### src/rtl/core/stereo_feedback_delay_line_core_macros.svh
// assertion helpers used by the top-level core
`ifndef STEREO_FEEDBACK_DELAY_LINE_CORE_MACROS_SVH
`define STEREO_FEEDBACK_DELAY_LINE_CORE_MACROS_SVH

// same-cycle implication, checked outside reset
`define SFDL_ASSERT_IMPL(label, clk, rst, ante, cons) \
  label: assert property (@(posedge clk) disable iff (rst) (ante) |-> (cons)) \
    else $error("sfdl assertion failed");

// next-cycle implication, checked outside reset
`define SFDL_ASSERT_NEXT(label, clk, rst, ante, cons) \
  label: assert property (@(posedge clk) disable iff (rst) (ante) |=> (cons)) \
    else $error("sfdl assertion failed");

`endif

### src/rtl/core/sfdl_pkg.sv
package sfdl_pkg;

  // configuration register indexes
  localparam logic [2:0] REG_DELAY_TARGET  = 3'd0;
  localparam logic [2:0] REG_FEEDBACK_GAIN = 3'd1;
  localparam logic [2:0] REG_WET_MIX       = 3'd2;
  localparam logic [2:0] REG_RAMP_LENGTH   = 3'd3;
  localparam logic [2:0] REG_CHANNELS_USED = 3'd4;

  localparam logic [23:0] DELAY_RESET = 24'd6144000;
  localparam logic [14:0] FB_CAP      = 15'd31130;
  localparam logic [16:0] MIX_ONE     = 17'd32768;
  localparam logic [15:0] RAMP_RESET  = 16'd2400;

  // rounding offsets for the shared multiply-accumulate
  localparam logic [15:0] BIAS_INTERP = 16'd128;
  localparam logic [15:0] BIAS_Q15    = 16'd16384;

  localparam int MAC_X_W = 32;
  localparam int MAC_Y_W = 17;

  // one operation for the multiply-accumulate unit
  typedef struct packed {
    logic                       en;
    logic                       clr;
    logic [15:0]                bias;
    logic signed [MAC_X_W-1:0]  x;
    logic [MAC_Y_W-1:0]         y;
  } mac_op_t;

  typedef struct packed {
    logic busy;
    logic done;
  } div_status_t;

  typedef enum logic [11:0] {
    S_IDLE = 12'b0000_0000_0001,
    S_DIV  = 12'b0000_0000_0010,
    S_ADV  = 12'b0000_0000_0100,
    S_RDA  = 12'b0000_0000_1000,
    S_RDB  = 12'b0000_0001_0000,
    S_MB   = 12'b0000_0010_0000,
    S_DLY  = 12'b0000_0100_0000,
    S_FB   = 12'b0000_1000_0000,
    S_WR   = 12'b0001_0000_0000,
    S_MIX  = 12'b0010_0000_0000,
    S_SAT  = 12'b0100_0000_0000,
    S_DONE = 12'b1000_0000_0000
  } state_t;

endpackage

### src/rtl/core/sfdl_divider.sv
module sfdl_divider (
  input  logic               clk,
  input  logic               rst,
  input  logic               start,
  input  logic signed [24:0] num,
  input  logic [15:0]        den,
  output logic signed [24:0] quo,
  output sfdl_pkg::div_status_t status
);
  import sfdl_pkg::*;

  logic [24:0] mag;
  logic [15:0] rem;
  logic [4:0]  cnt;
  logic        neg;
  logic        busy;
  logic        done;
  logic [16:0] trial;
  logic        fits;

  // one restoring step per cycle, quotient shifts into mag
  assign trial = {rem, mag[24]};
  assign fits  = trial >= {1'b0, den};
  assign quo   = neg ? -$signed(mag) : $signed(mag);
  assign status = '{busy: busy, done: done};

  always_ff @(posedge clk) begin
    if (rst) begin
      busy <= 1'b0;
      done <= 1'b0;
    end else begin
      done <= 1'b0;
      if (start) begin
        busy <= 1'b1;
        cnt  <= 5'd0;
        rem  <= 16'd0;
        neg  <= num[24];
        mag  <= num[24] ? 25'(-num) : 25'(num);
      end else if (busy) begin
        rem <= fits ? 16'(trial - {1'b0, den}) : trial[15:0];
        mag <= {mag[23:0], fits};
        cnt <= cnt + 5'd1;
        if (cnt == 5'd24) begin
          busy <= 1'b0;
          done <= 1'b1;
        end
      end
    end
  end
endmodule

### config.mk
export PLATFORM = sky130hd
export DESIGN_NAME = sfdl_divider
export DESIGN_NICKNAME = d
export VERILOG_FILES = /design/src/rtl/core/stereo_feedback_delay_line_core_macros.svh /design/src/rtl/core/sfdl_pkg.sv /design/src/rtl/core/sfdl_divider.sv
export SDC_FILE = /design/constraint.sdc
export NUM_CORES = 1
export LEC_CHECK = 0
export ABC_CLOCK_PERIOD_IN_PS = 4870
export BUFFER_PORTS_ARGS = -buffer_cell sky130_fd_sc_hd__clkbuf_2
export CORE_MARGIN = 5
export CORE_UTILIZATION = 45
export CTS_CLUSTER_SIZE = 40
export DETAILED_ROUTE_END_ITERATION = 8
export PLACE_DENSITY = 0.78
export SYNTH_ARGS = -nofsm -noshare
export SYNTH_HDL_FRONTEND = slang
export SYNTH_SLANG_ARGS = --single-unit
### constraint.sdc
create_clock -name clk -period 4.87 [get_ports clk]
set_clock_uncertainty 0.05 [all_clocks]
set_input_delay 0.974 -clock clk [delete_from_list [all_inputs] [get_ports clk]]
set_output_delay 0.974 -clock clk [all_outputs]
set_load 0.02 [all_outputs]
==> run_results.csv <==
group,metric,value,unit
run_status,outcome,"finished clean",
final_layout,stdcell_count,623,
setup_path,crit_path_end_kind,"output port",
sta,hold_viol,0,
die,boundaryPins,71,
logic_synthesis,syn_avg_cell_area,8.75,um2
power,leakage,1.83,nW
global_route,grt_max_degree,67,
setup_path,startpoint,"mag[0]",
die,fp.coreArea,0.00864,mm2
setup_path,crit_fanout,5,
logic_synthesis,ys_top_cells_by_area,"edfxtp_1, xor2_1, a21oi_1",
global_route,grt_pass1_wl,15.6,mm
clocking,ctsHoldBuffers,0,
route,drtPass1Iterations,5,
logic_synthesis,yosysSeqAreaShare,36.6,%
setup_path,crit_type,"reg2out",
final_layout,final_cell_area,0.00447,mm2
route,wl_per_cell,15.3,um
clocking,cts-root-buf,"clkbuf_8",
final_layout,syn_to_final_growth,12.8,%
place,gp_congestion,0.888,
route,antenna_left,0,
die,die_y,104,um
sta,finalMaxSlewViolations,0,
global_route,grt_pass1_vias,3321,
logic_synthesis,yosys.area.top_type,"edfxtp_1",
place,place_inst,615,
global_route,grt_overflow,0,
logic_synthesis,ys_seq_elements,49,
logic_synthesis,synth_edf_count,47,
clocking,clkSinkCount,49,
place,placed_area,0.00439,mm2
clocking,clk_pin_slew,0.09,ns
logic_synthesis,syn_inst,453,
clocking,cts_made_buffers,5,
logic_synthesis,syn-num-nets,518,
clocking,cts_htree_levels,2,
min_path,hold_depth,1,
final_layout,diodes,0,
clocking,insertion_delay,0.29,ns
min_path,holdCritStartpoint,"busy",
sta,max_slew_margin,52.8,%
die,dieArea,0.0108,mm2
route,wirelength,9.51,mm
setup_path,arrival,2.85,ns
sta,layout_min_cycle_time,3.88,ns
power,p_per_area,270,mW/mm2
logic_synthesis,yosys_most_used_dff,"edfxtp_1",
sta,fmax,0.258,GHz
final_layout,final_common_cell,"clkbuf_2",
sta,grt_setup_unrepaired,"false",
logic_synthesis,ys_async_sr_fraction,0,%
die,die_w,104,um
sta,tns,0,ns
route,drcViolationCount,0,
die,rows,34,
logic_synthesis,netlist-cell-type-count,48,
clocking,cts_tree,"done",
min_path,hp-class,"reg2reg",
final_layout,n_fill_cell,813,
power,peakVddDrop,137,uV
logic_synthesis,synth-warning-count,0,
clocking,ctsResizeCount,0,
place,hpwlAfterDp,7.38,mm
sta,setup_viol_count_final,0,
final_layout,nets,579,
clocking,postCtsSetupBuffers,0,
sta,fin_crit_sh,79.6,%
logic_synthesis,syn_area,0.00396,mm2
global_route,grt_usage,17.0,%
setup_path,start_kind,"flop",
route,drt_iter0_drc,148,
route,routed-via-count,3487,
global_route,antenna_found_initial,0,
setup_path,reg2reg_depth,8,
place,io_buffer_count,70,
sta,worstMarginPinSlew,0.707,ns
die,initial_utilization,45.9,%
setup_path,r2r_slack,2.06,ns
final_layout,drive_gt1_share,18.1,%
clocking,cts_buffer_depth,2,
route,viasPerCell,5.60,
setup_path,required,3.85,ns
setup_path,timing.rr.start,"rem[10]",
final_layout,layout_common_cells,"clkbuf_2, a21oi_1, nand2_1",
logic_synthesis,yosysTopAreaCellShare,35.6,%
sta,whs,0.474,ns
job,cap_violations,0,
routing by layer:
| layer | vias to the layer above | wire (um) | track usage, % |
|---|---|---|---|
| met4 | 0 | 215 | 6.38 |
| met3 | 18 | 331 | 3.17 |
| met1 | 1638 | 4150 | 21.1 |
| li1 | 1759 | - | - |
| met2 | 72 | 4810 | 29.1 |
| met5 | - | 0 | 0 |
final timing paths:
check,endpoint
min reg2reg,done
max reg2reg,rem[2]
min,done
max,quo[21]
power breakdown:
part / internal, mW / leakage (nW) / switching [mW]
Sequential: 0.511 / 0.467 / 0.0336
Clock: 0.102 / 0.0395 / 0.130
Combinational: 0.168 / 1.32 / 0.262
Total: 0.782 / 1.83 / 0.426
synthesized netlist by cell type, types with 5 or more instances:
cell and instances:
xnor2_1 22, nand3_1 16, or3_1 10, nand2_1 50, o31ai_1 14, a21oi_1 51, edfxtp_1 47, clkbuf_1 11
nor2_1 40, xor2_1 33, ha_1 20, o21ai_0 31, or4_1 5, inv_1 26
flip-flops by register name, indices dropped and copies added, names as in the netlist:
signal,flops
mag,25
cnt,5
neg,1
done,1
rem,16
busy,1
cell type report:
class	count	area, um2	share of cell area [%]
well taps	108	135	3.02
flip-flops and latches	49	1450	32.4
inverters	27	101	2.27
clock buffers	8	80.1	1.79
multi-input cells	358	2330	52.1
repair buffers	73	373	8.34
worst max-delay path, stage by stage, from the launching register on:
cell and delay (ns):
edfxtp_1 0.46, or4_1 0.53, o21ai_0 0.48, nand2_1 0.22
a21oi_1 0.41, nand2_1 0.12, xor2_1 0.15, clkbuf_2 0.19
kinds of logic (layout without fill, tap and decap cells):
| group | count (synthesis) | in the layout | share of synthesized area (%) |
|---|---|---|---|
| AO/OA/AOI/OAI | 124 | 124 | 19.3 |
| XOR/XNOR | 55 | 55 | 12.2 |
| adder cells (fa/ha/maj) | 21 | 21 | 6.82 |
| buffers and inverters | 46 | 108 | 4.73 |
| flip-flops | 49 | 49 | 36.6 |
| multiplexers | 4 | 4 | 1.01 |
| AND/OR/NAND/NOR | 154 | 154 | 19.3 |
through the flow:
step	utilization [%]	worst slack [ns]	power [mW]
global placement	50.9	1.43	0.970
floorplan	-	1.11	0.857
global route	51.8	0.674	1.28
detailed placement	50.9	1.32	0.982
CTS	51.8	0.985	1.21
finish	51.8	0.992	1.21
Note: power is estimated with default switching activity, not from simulation.
