===== config.mk =====
export PLATFORM = sky130hd
export DESIGN_NAME = sfdl_mac
export DESIGN_NICKNAME = d
export VERILOG_FILES = /design/src/rtl/core/stereo_feedback_delay_line_core_macros.svh /design/src/rtl/core/sfdl_pkg.sv /design/src/rtl/core/sfdl_mac.sv
export SDC_FILE = /design/constraint.sdc
export NUM_CORES = 1
export LEC_CHECK = 0
export ABC_AREA = 1
export CAP_MARGIN = 20
export CORE_ASPECT_RATIO = 0.6
export CORE_MARGIN = 2
export CORE_UTILIZATION = 52
export CTS_CLUSTER_DIAMETER = 60
export DETAILED_ROUTE_END_ITERATION = 12
export DONT_BUFFER_PORTS = 1
export PLACE_DENSITY = 0.67
export SYNTH_ARGS = -nofsm -noshare
export SYNTH_HDL_FRONTEND = slang
export SYNTH_SLANG_ARGS = --single-unit
export TNS_END_PERCENT = 20

===== constraint.sdc =====
create_clock -name clk -period 13.1 [get_ports clk]
set_clock_uncertainty 0.05 [all_clocks]
set_input_delay 0.655 -clock clk [delete_from_list [all_inputs] [get_ports clk]]
set_output_delay 0.655 -clock clk [all_outputs]
set_load 0.02 [all_outputs]

===== src/rtl/core/stereo_feedback_delay_line_core_macros.svh =====
// assertion helpers used by the top-level core
`ifndef STEREO_FEEDBACK_DELAY_LINE_CORE_MACROS_SVH
`define STEREO_FEEDBACK_DELAY_LINE_CORE_MACROS_SVH

// same-cycle implication, checked outside reset
`define SFDL_ASSERT_IMPL(label, clk, rst, ante, cons) \
  label: assert property (@(posedge clk) disable iff (rst) (ante) |-> (cons)) \
    else $error("sfdl assertion failed");

// next-cycle implication, checked outside reset
`define SFDL_ASSERT_NEXT(label, clk, rst, ante, cons) \
  label: assert property (@(posedge clk) disable iff (rst) (ante) |=> (cons)) \
    else $error("sfdl assertion failed");

`endif


===== src/rtl/core/sfdl_pkg.sv =====
package sfdl_pkg;

  // configuration register indexes
  localparam logic [2:0] REG_DELAY_TARGET  = 3'd0;
  localparam logic [2:0] REG_FEEDBACK_GAIN = 3'd1;
  localparam logic [2:0] REG_WET_MIX       = 3'd2;
  localparam logic [2:0] REG_RAMP_LENGTH   = 3'd3;
  localparam logic [2:0] REG_CHANNELS_USED = 3'd4;

  localparam logic [23:0] DELAY_RESET = 24'd6144000;
  localparam logic [14:0] FB_CAP      = 15'd31130;
  localparam logic [16:0] MIX_ONE     = 17'd32768;
  localparam logic [15:0] RAMP_RESET  = 16'd2400;

  // rounding offsets for the shared multiply-accumulate
  localparam logic [15:0] BIAS_INTERP = 16'd128;
  localparam logic [15:0] BIAS_Q15    = 16'd16384;

  localparam int MAC_X_W = 32;
  localparam int MAC_Y_W = 17;

  // one operation for the multiply-accumulate unit
  typedef struct packed {
    logic                       en;
    logic                       clr;
    logic [15:0]                bias;
    logic signed [MAC_X_W-1:0]  x;
    logic [MAC_Y_W-1:0]         y;
  } mac_op_t;

  typedef struct packed {
    logic busy;
    logic done;
  } div_status_t;

  typedef enum logic [11:0] {
    S_IDLE = 12'b0000_0000_0001,
    S_DIV  = 12'b0000_0000_0010,
    S_ADV  = 12'b0000_0000_0100,
    S_RDA  = 12'b0000_0000_1000,
    S_RDB  = 12'b0000_0001_0000,
    S_MB   = 12'b0000_0010_0000,
    S_DLY  = 12'b0000_0100_0000,
    S_FB   = 12'b0000_1000_0000,
    S_WR   = 12'b0001_0000_0000,
    S_MIX  = 12'b0010_0000_0000,
    S_SAT  = 12'b0100_0000_0000,
    S_DONE = 12'b1000_0000_0000
  } state_t;

endpackage


===== src/rtl/core/sfdl_mac.sv =====
module sfdl_mac #(
  parameter int ACC_W = 41
) (
  input  logic             clk,
  input  sfdl_pkg::mac_op_t op,
  output logic signed [ACC_W-1:0] acc
);
  import sfdl_pkg::*;

  logic signed [MAC_X_W+MAC_Y_W:0] prod;
  logic signed [ACC_W-1:0] base;

  // signed sample times unsigned coefficient
  assign prod = op.x * $signed({1'b0, op.y});
  assign base = op.clr ? $signed({{(ACC_W-16){1'b0}}, op.bias}) : acc;

  always_ff @(posedge clk) begin
    if (op.en) begin
      acc <= base + $signed(prod[ACC_W-1:0]);
    end
  end
endmodule


==> impl_metrics.csv, run 1 <==
group,metric,value,unit
routing,vias,16185,
synthesis,ys_ff_latch,41,
floorplan,io-pin-count,109,
timing,finalSetupViolCount,0,
floorplan,core,0.0392,mm²
cts,cts.sink_count,41,
floorplan,start_util,0.530,
critical_path,required,13.10,ns
layout,regMostFlops,"acc",
cts,clk_pin_slew_worst_paths,0.07,ns
layout,regArea,0.00123,mm²
layout,area_growth,1.97,%
critical_path,arrival,5.82,ns
synthesis,yosysUniqueCellTypes,39,
layout,final_common_cell,"inv_1",
critical_path,slowest_delay,0.57,ns
placed_design,port_buffers,0,
critical_path,worstSetupEndpointType,"register",
critical_path,path_cells,"nand2_1 > inv_1 > fa_1 > inv_1 > fa_1 > fa_1 > inv_1 > fa_1 > fa_1 > inv_1 > fa_1 > inv_1 > ha_1 > a21o_1 > a31oi_1 > o21a_1 > nand2_1 > a21oi_1 > xnor2_1",
cts,cts_tree,"built",
placed_design,gp_congestion,0.951,
cts,hold_buffers,0,
routing,post_drt_via_cell_ratio,5.13,
floorplan,dieArea,0.0416,mm²
cts,cts_setup_buffers,0,
synthesis,yosysSeqAreaShare,0.0594,
floorplan,rows,56,
run_status,outcome,"finished clean",
job,maxCapViolCount,0,
routing,drt_iter0_drc,1879,
synthesis,syn-mean-instance-area,7.58,µm²
cts,cts_buffers,5,
routing,first_pass_iters,6,
timing,relSlewSlack,0.579,
layout,layout-drive-gt1-share,0.0190,
synthesis,synth_cells,2738,
critical_path,cp_common_cell,"fa_1",
critical_path,path_class,"in2reg",
timing,hold_viol_final,0,
timing,grt_setup_unrepaired,"false",
critical_path,cp_top_family,"adder cells",
routing,ant_nets,0,
grt,grt_max_degree,42,
routing,wire_per_inst,19.0,µm
floorplan,die_w,262,µm
synthesis,synth.net_count,3395,
layout,diodes,0,
grt,grt_use_total,0.307,
cts,htreeDepth,2,
layout,num-fill-cells,3737,
layout,num-nets-final,3288,
grt,grt_pass1_wl,97100,µm
min_path,hold_class,"in2reg",
cts,cts-root-buf,"clkbuf_16",
routing,drc,0,
layout,largest_registers,"acc: 41 flops",
placed_design,hpwl,51400,µm
synthesis,synth_area,0.0207,mm²
timing,worst_slew_pin_slew,0.614,ns
layout,largest_reg_flops,41,
timing,fin_tns_setup,0,ns
critical_path,crit_buf_inv,5,
cts,clock_latency,0.31,ns
floorplan,die_h,159,µm
critical_path,crit_slowest_cell,"fa_1",
timing,slew_violations,0,
timing,fmaxAchievable,172,MHz
layout,layout_common_cells,"961 x inv_1, 740 x nand2_1, 480 x fa_1, 109 x ha_1, 69 x nor2_1",
critical_path,critPathMaxFanout,32,
routing,wirelength,60000,µm
grt,antenna_found_initial,0,
timing,finalCritPeriodShare,0.445,
grt,overflow,0,
grt,grt_pass1_vias,16624,
cts,clk_path_buf_depth,2,
critical_path,start_kind,"input port",
synthesis,yosysWarnings,0,
timing,min_period,5.83,ns
cts,post_cts_resized,0,
layout,multi_input_area,0.0154,mm²
==> final cells by class <==
class,count,area share
clock buffer,5,0.00592
inverter,973,0.173
clock inverter,3,0.00325
multi-input combinational,1610,0.729
sequential,41,0.0582
tap,522,0.0309
==> Yosys cell counts <==
library cell | instances | area, µm²
inv_1 | 961 | 3610
nand2_1 | 740 | 2780
fa_1 | 480 | 9610
ha_1 | 109 | 1360
clkbuf_1 | 101 | 379
nor2_1 | 69 | 259
nand3_1 | 46 | 230
edfxtp_1 | 41 | 1230
a21oi_1 | 38 | 190
xor2_1 | 25 | 219
inv_2 | 12 | 45.0
mux2i_1 | 12 | 120
o21ai_0 | 12 | 60.1
nor2_2 | 8 | 50.1
o21ai_1 | 8 | 40.0
o21bai_1 | 8 | 60.1
a21o_1 | 7 | 52.6
buf_2 | 7 | 35.0
nand4_1 | 6 | 37.5
buf_1 | 5 | 18.8
nand2_2 | 5 | 31.3
nor3_2 | 5 | 50.1
xnor2_1 | 5 | 43.8
a31oi_1 | 4 | 25.0
nor3_1 | 4 | 20.0
a21oi_2 | 3 | 26.3
o21ai_2 | 3 | 26.3
nor2_4 | 2 | 22.5
o21a_1 | 2 | 15.0
a211oi_1 | 1 | 7.51
a21boi_0 | 1 | 7.51
a21boi_4 | 1 | 18.8
and3_1 | 1 | 6.26
clkbuf_2 | 1 | 5.00
nand3_2 | 1 | 10.0
nand3b_1 | 1 | 7.51
nor4_1 | 1 | 6.26
o21ai_4 | 1 | 16.3
o31ai_2 | 1 | 12.5
==> cells by family after synthesis <==
kind of cell | after synthesis | share of synthesized area
muxes | 12 | 0.00579
DFF | 41 | 0.0594
adders and majority gates | 589 | 0.529
buffers and inverters | 1087 | 0.197
AOI/OAI and AO/OA | 90 | 0.0269
xor gates and xnor gates | 30 | 0.0127
and+or+nand+nor | 889 | 0.169
==> worst register-to-register path: stages (launching register included) <==
cell and delay, ns:
edfxtp_1 0.50, mux2i_1 0.52, fa_1 0.52, inv_1 0.11
fa_1 0.46, fa_1 0.64, fa_1 0.48, ha_1 0.37
nand2_1 0.19, inv_1 0.06, a21oi_1 0.27, nor2_1 0.07
nor2_1 0.19, nand2_1 0.21, nand3_1 0.17, nand2_1 0.07
nand2_1 0.07, nand2_1 0.05
==> metrics by stage <==
step                utilization  std cells  instance area (µm²)  hold slack (ns)  worst slack, ns
floorplan                     -       2738                20700            0.717             7.20
global route              0.540       3154                21200            0.403             6.98
global placement          0.535       3146                21000            0.726             7.03
CTS                       0.540       3154                21200            0.406             7.33
finish                    0.540       3154                21200            0.410             7.27
detailed placement        0.535       3146                21000            0.726             7.03
==> path summary, 6_finish.rpt <==
check        startpoint       to  slack (ns)  cells after the start
max               op[3]  acc[23]        7.27                     19
min              op[66]  acc[38]        0.41                      0
min reg2reg      acc[0]   acc[0]        0.77                      3
max reg2reg     acc[12]  acc[34]        7.84                     17
==> layer usage <==
layer,up-vias,wire [µm],track usage
met4,0,712,0.0424
met3,49,8050,0.0798
li1,7266,-,-
met1,7968,28100,0.511
met5,-,0,0
met2,902,23200,0.401
Power of run 1 is not shown: default switching activity piles up to over one toggle a cycle in this logic, so the estimate is an artifact.
==> run 2: changes to the inputs <==
==> constraint.sdc (replaced) <==
create_clock -name clk -period 5.4 [get_ports clk]
set_clock_uncertainty 0.05 [all_clocks]
set_input_delay 0.27 -clock clk [delete_from_list [all_inputs] [get_ports clk]]
set_output_delay 0.27 -clock clk [all_outputs]
set_load 0.02 [all_outputs]
==> run 2 against run 1 <==
  * Non-clock buffer count grew 70
  * Highest routed layer is now met5
  * Critical path depth grew 2
  * Sequential cell count is the same
  * Count of clock-buffer cells in the layout is the same
  * Sequential share of layout area shrank 0.15 points
  * Worst hold slack lost 0.37 ns
  * Setup slack lost 7.1 ns
  * Utilization grew 1.4 points
  * Cell count grew 2.2%
  * Via count grew 0.77%
  * Cell area grew 2.7%
==> impl_metrics.csv, run 2 (synthesis results as in run 1) <==
group,metric,value,unit
grt,grt_pass1_wl,96000,µm
floorplan,io-pin-count,109,
routing,drc,0,
layout,num-nets-final,3358,
routing,first_pass_iters,5,
cts,htreeDepth,2,
placed_design,gp_congestion,0.943,
floorplan,core,0.0392,mm²
critical_path,r2r-start,"acc[12]",
cts,cts-root-buf,"clkbuf_16",
layout,diodes,0,
layout,regMostFlops,"acc",
layout,area_growth,4.70,%
critical_path,start_kind,"input port",
placed_design,place_inst,3215,
layout,post-route-util,0.555,
floorplan,rows,56,
timing,worst_slew_pin_slew,0.586,ns
layout,regArea,0.00123,mm²
min_path,hold_path_startpoint,"op[66]",
grt,grt_max_degree,42,
layout,multi_input_area,0.0155,mm²
critical_path,arrival,5.24,ns
grt,overflow,0,
min_path,hold_class,"in2reg",
placed_design,port_buffers,0,
placed_design,placed_area,0.0215,mm²
layout,largest_registers,"acc: 41 flops",
cts,clk_pin_slew_worst_paths,0.07,ns
timing,min_period,5.25,ns
routing,drt_iter0_drc,1590,
cts,cts_tree,"built",
job,maxCapViolCount,0,
run_status,outcome,"finished clean",
grt,antenna_found_initial,1,
routing,vias,16309,
timing,slew_violations,0,
timing,finalSetupViolCount,0,
layout,fin_area,0.0217,mm²
critical_path,required,5.39,ns
cts,clk_path_buf_depth,2,
routing,post_drt_via_cell_ratio,5.06,
grt,grt_use_total,0.305,
cts,cts.sink_count,41,
routing,wire_per_inst,18.4,µm
cts,clock_latency,0.30,ns
timing,hold_viol_final,0,
floorplan,start_util,0.530,
critical_path,cp-startpoint,"op[3]",
layout,layout-drive-gt1-share,0.0533,
cts,hold_buffers,0,
timing,relSlewSlack,0.598,
layout,fin_cells,3224,
layout,num-fill-cells,3620,
layout,layout_common_cells,"960 x inv_1, 738 x nand2_1, 476 x fa_1, 107 x ha_1, 70 x buf_4",
routing,ant_nets,0,
placed_design,hpwl,51000,µm
timing,grt_setup_unrepaired,"true",
grt,grt_pass1_vias,17132,
cts,cts_buffers,5,
critical_path,path_class,"in2reg",
timing,fmaxAchievable,190,MHz
critical_path,critPathMaxFanout,32,
floorplan,die_w,262,µm
routing,wirelength,59400,µm
critical_path,worstSetupEndpointType,"register",
floorplan,dieArea,0.0416,mm²
layout,final_common_cell,"inv_1",
floorplan,die_h,159,µm
layout,largest_reg_flops,41,
timing,finalCritPeriodShare,0.972,
[run 2: changes by cell type in the layout (fill, tap and decap cells not counted), moves of 2 or more]
cell	before	now
nand2_2	5	7
nor2_1	69	64
a21oi_1	38	32
bufinv_16	2	0
nand2_1	740	738
fa_1	480	476
nor2_2	8	13
ha_1	109	107
clkinv_2	0	2
fa_2	0	4
buf_4	0	70
a21oi_2	3	9
[run 2: layout make-up]
cell class | count | share of cell area
inverters | 973 | 0.168
well taps | 522 | 0.0301
clock buffers | 5 | 0.00576
multi-input cells | 1610 | 0.714
flip-flops and latches | 41 | 0.0567
clock inverters | 3 | 0.000806
repair buffers | 70 | 0.0242
[run 2: path summary, 6_finish.rpt]
path                            endpoint  slack (ns)  cells past startpoint
worst max register to register   acc[25]        0.41                     15
worst min-delay path             acc[36]        0.04                      0
worst max-delay path             acc[25]        0.15                     21
worst min register to register    acc[0]        0.79                      3
[run 2: critical path, stage by stage]
cell and delay (ns):
nand2_1 0.05, inv_1 0.05, fa_1 0.53, inv_1 0.05
fa_1 0.51, fa_1 0.52, inv_1 0.06, fa_1 0.52
fa_1 0.54, inv_1 0.07, fa_1 0.48, inv_1 0.04
ha_1 0.32, buf_4 0.16, nand2_1 0.09, o21ai_0 0.20
a21oi_1 0.25, nor2_1 0.06, nor2_1 0.18, o31ai_4 0.13
xor2_1 0.15
[run 2: per-layer routing]
layer	vias up	track usage	wire length, µm
met4	2	0.0403	719
met5	-	0	13
met1	8004	0.482	26800
li1	7408	-	-
met3	53	0.110	8590
met2	842	0.403	23300
[run 2: what timing repair did]
action                     in CTS  in global routing
setup buffers                   0                  1
setup endpoints to repair       0                 17
resized for setup               0                 26
[run 2: per-stage QoR]
stage / TNS [ns] / hold WS, ns / worst slack, ns
after floorplan: 0 / 0.332 / 0.000254
final: 0 / 0.0354 / 0.150
after CTS: 0 / 0.0278 / 0.0719
after global routing: -0.0557 / 0.0207 / -0.0264
after global placement: -1.31 / 0.339 / -0.177
after detailed placement: -1.46 / 0.340 / -0.198
Power of run 2 is left out for the same reason.
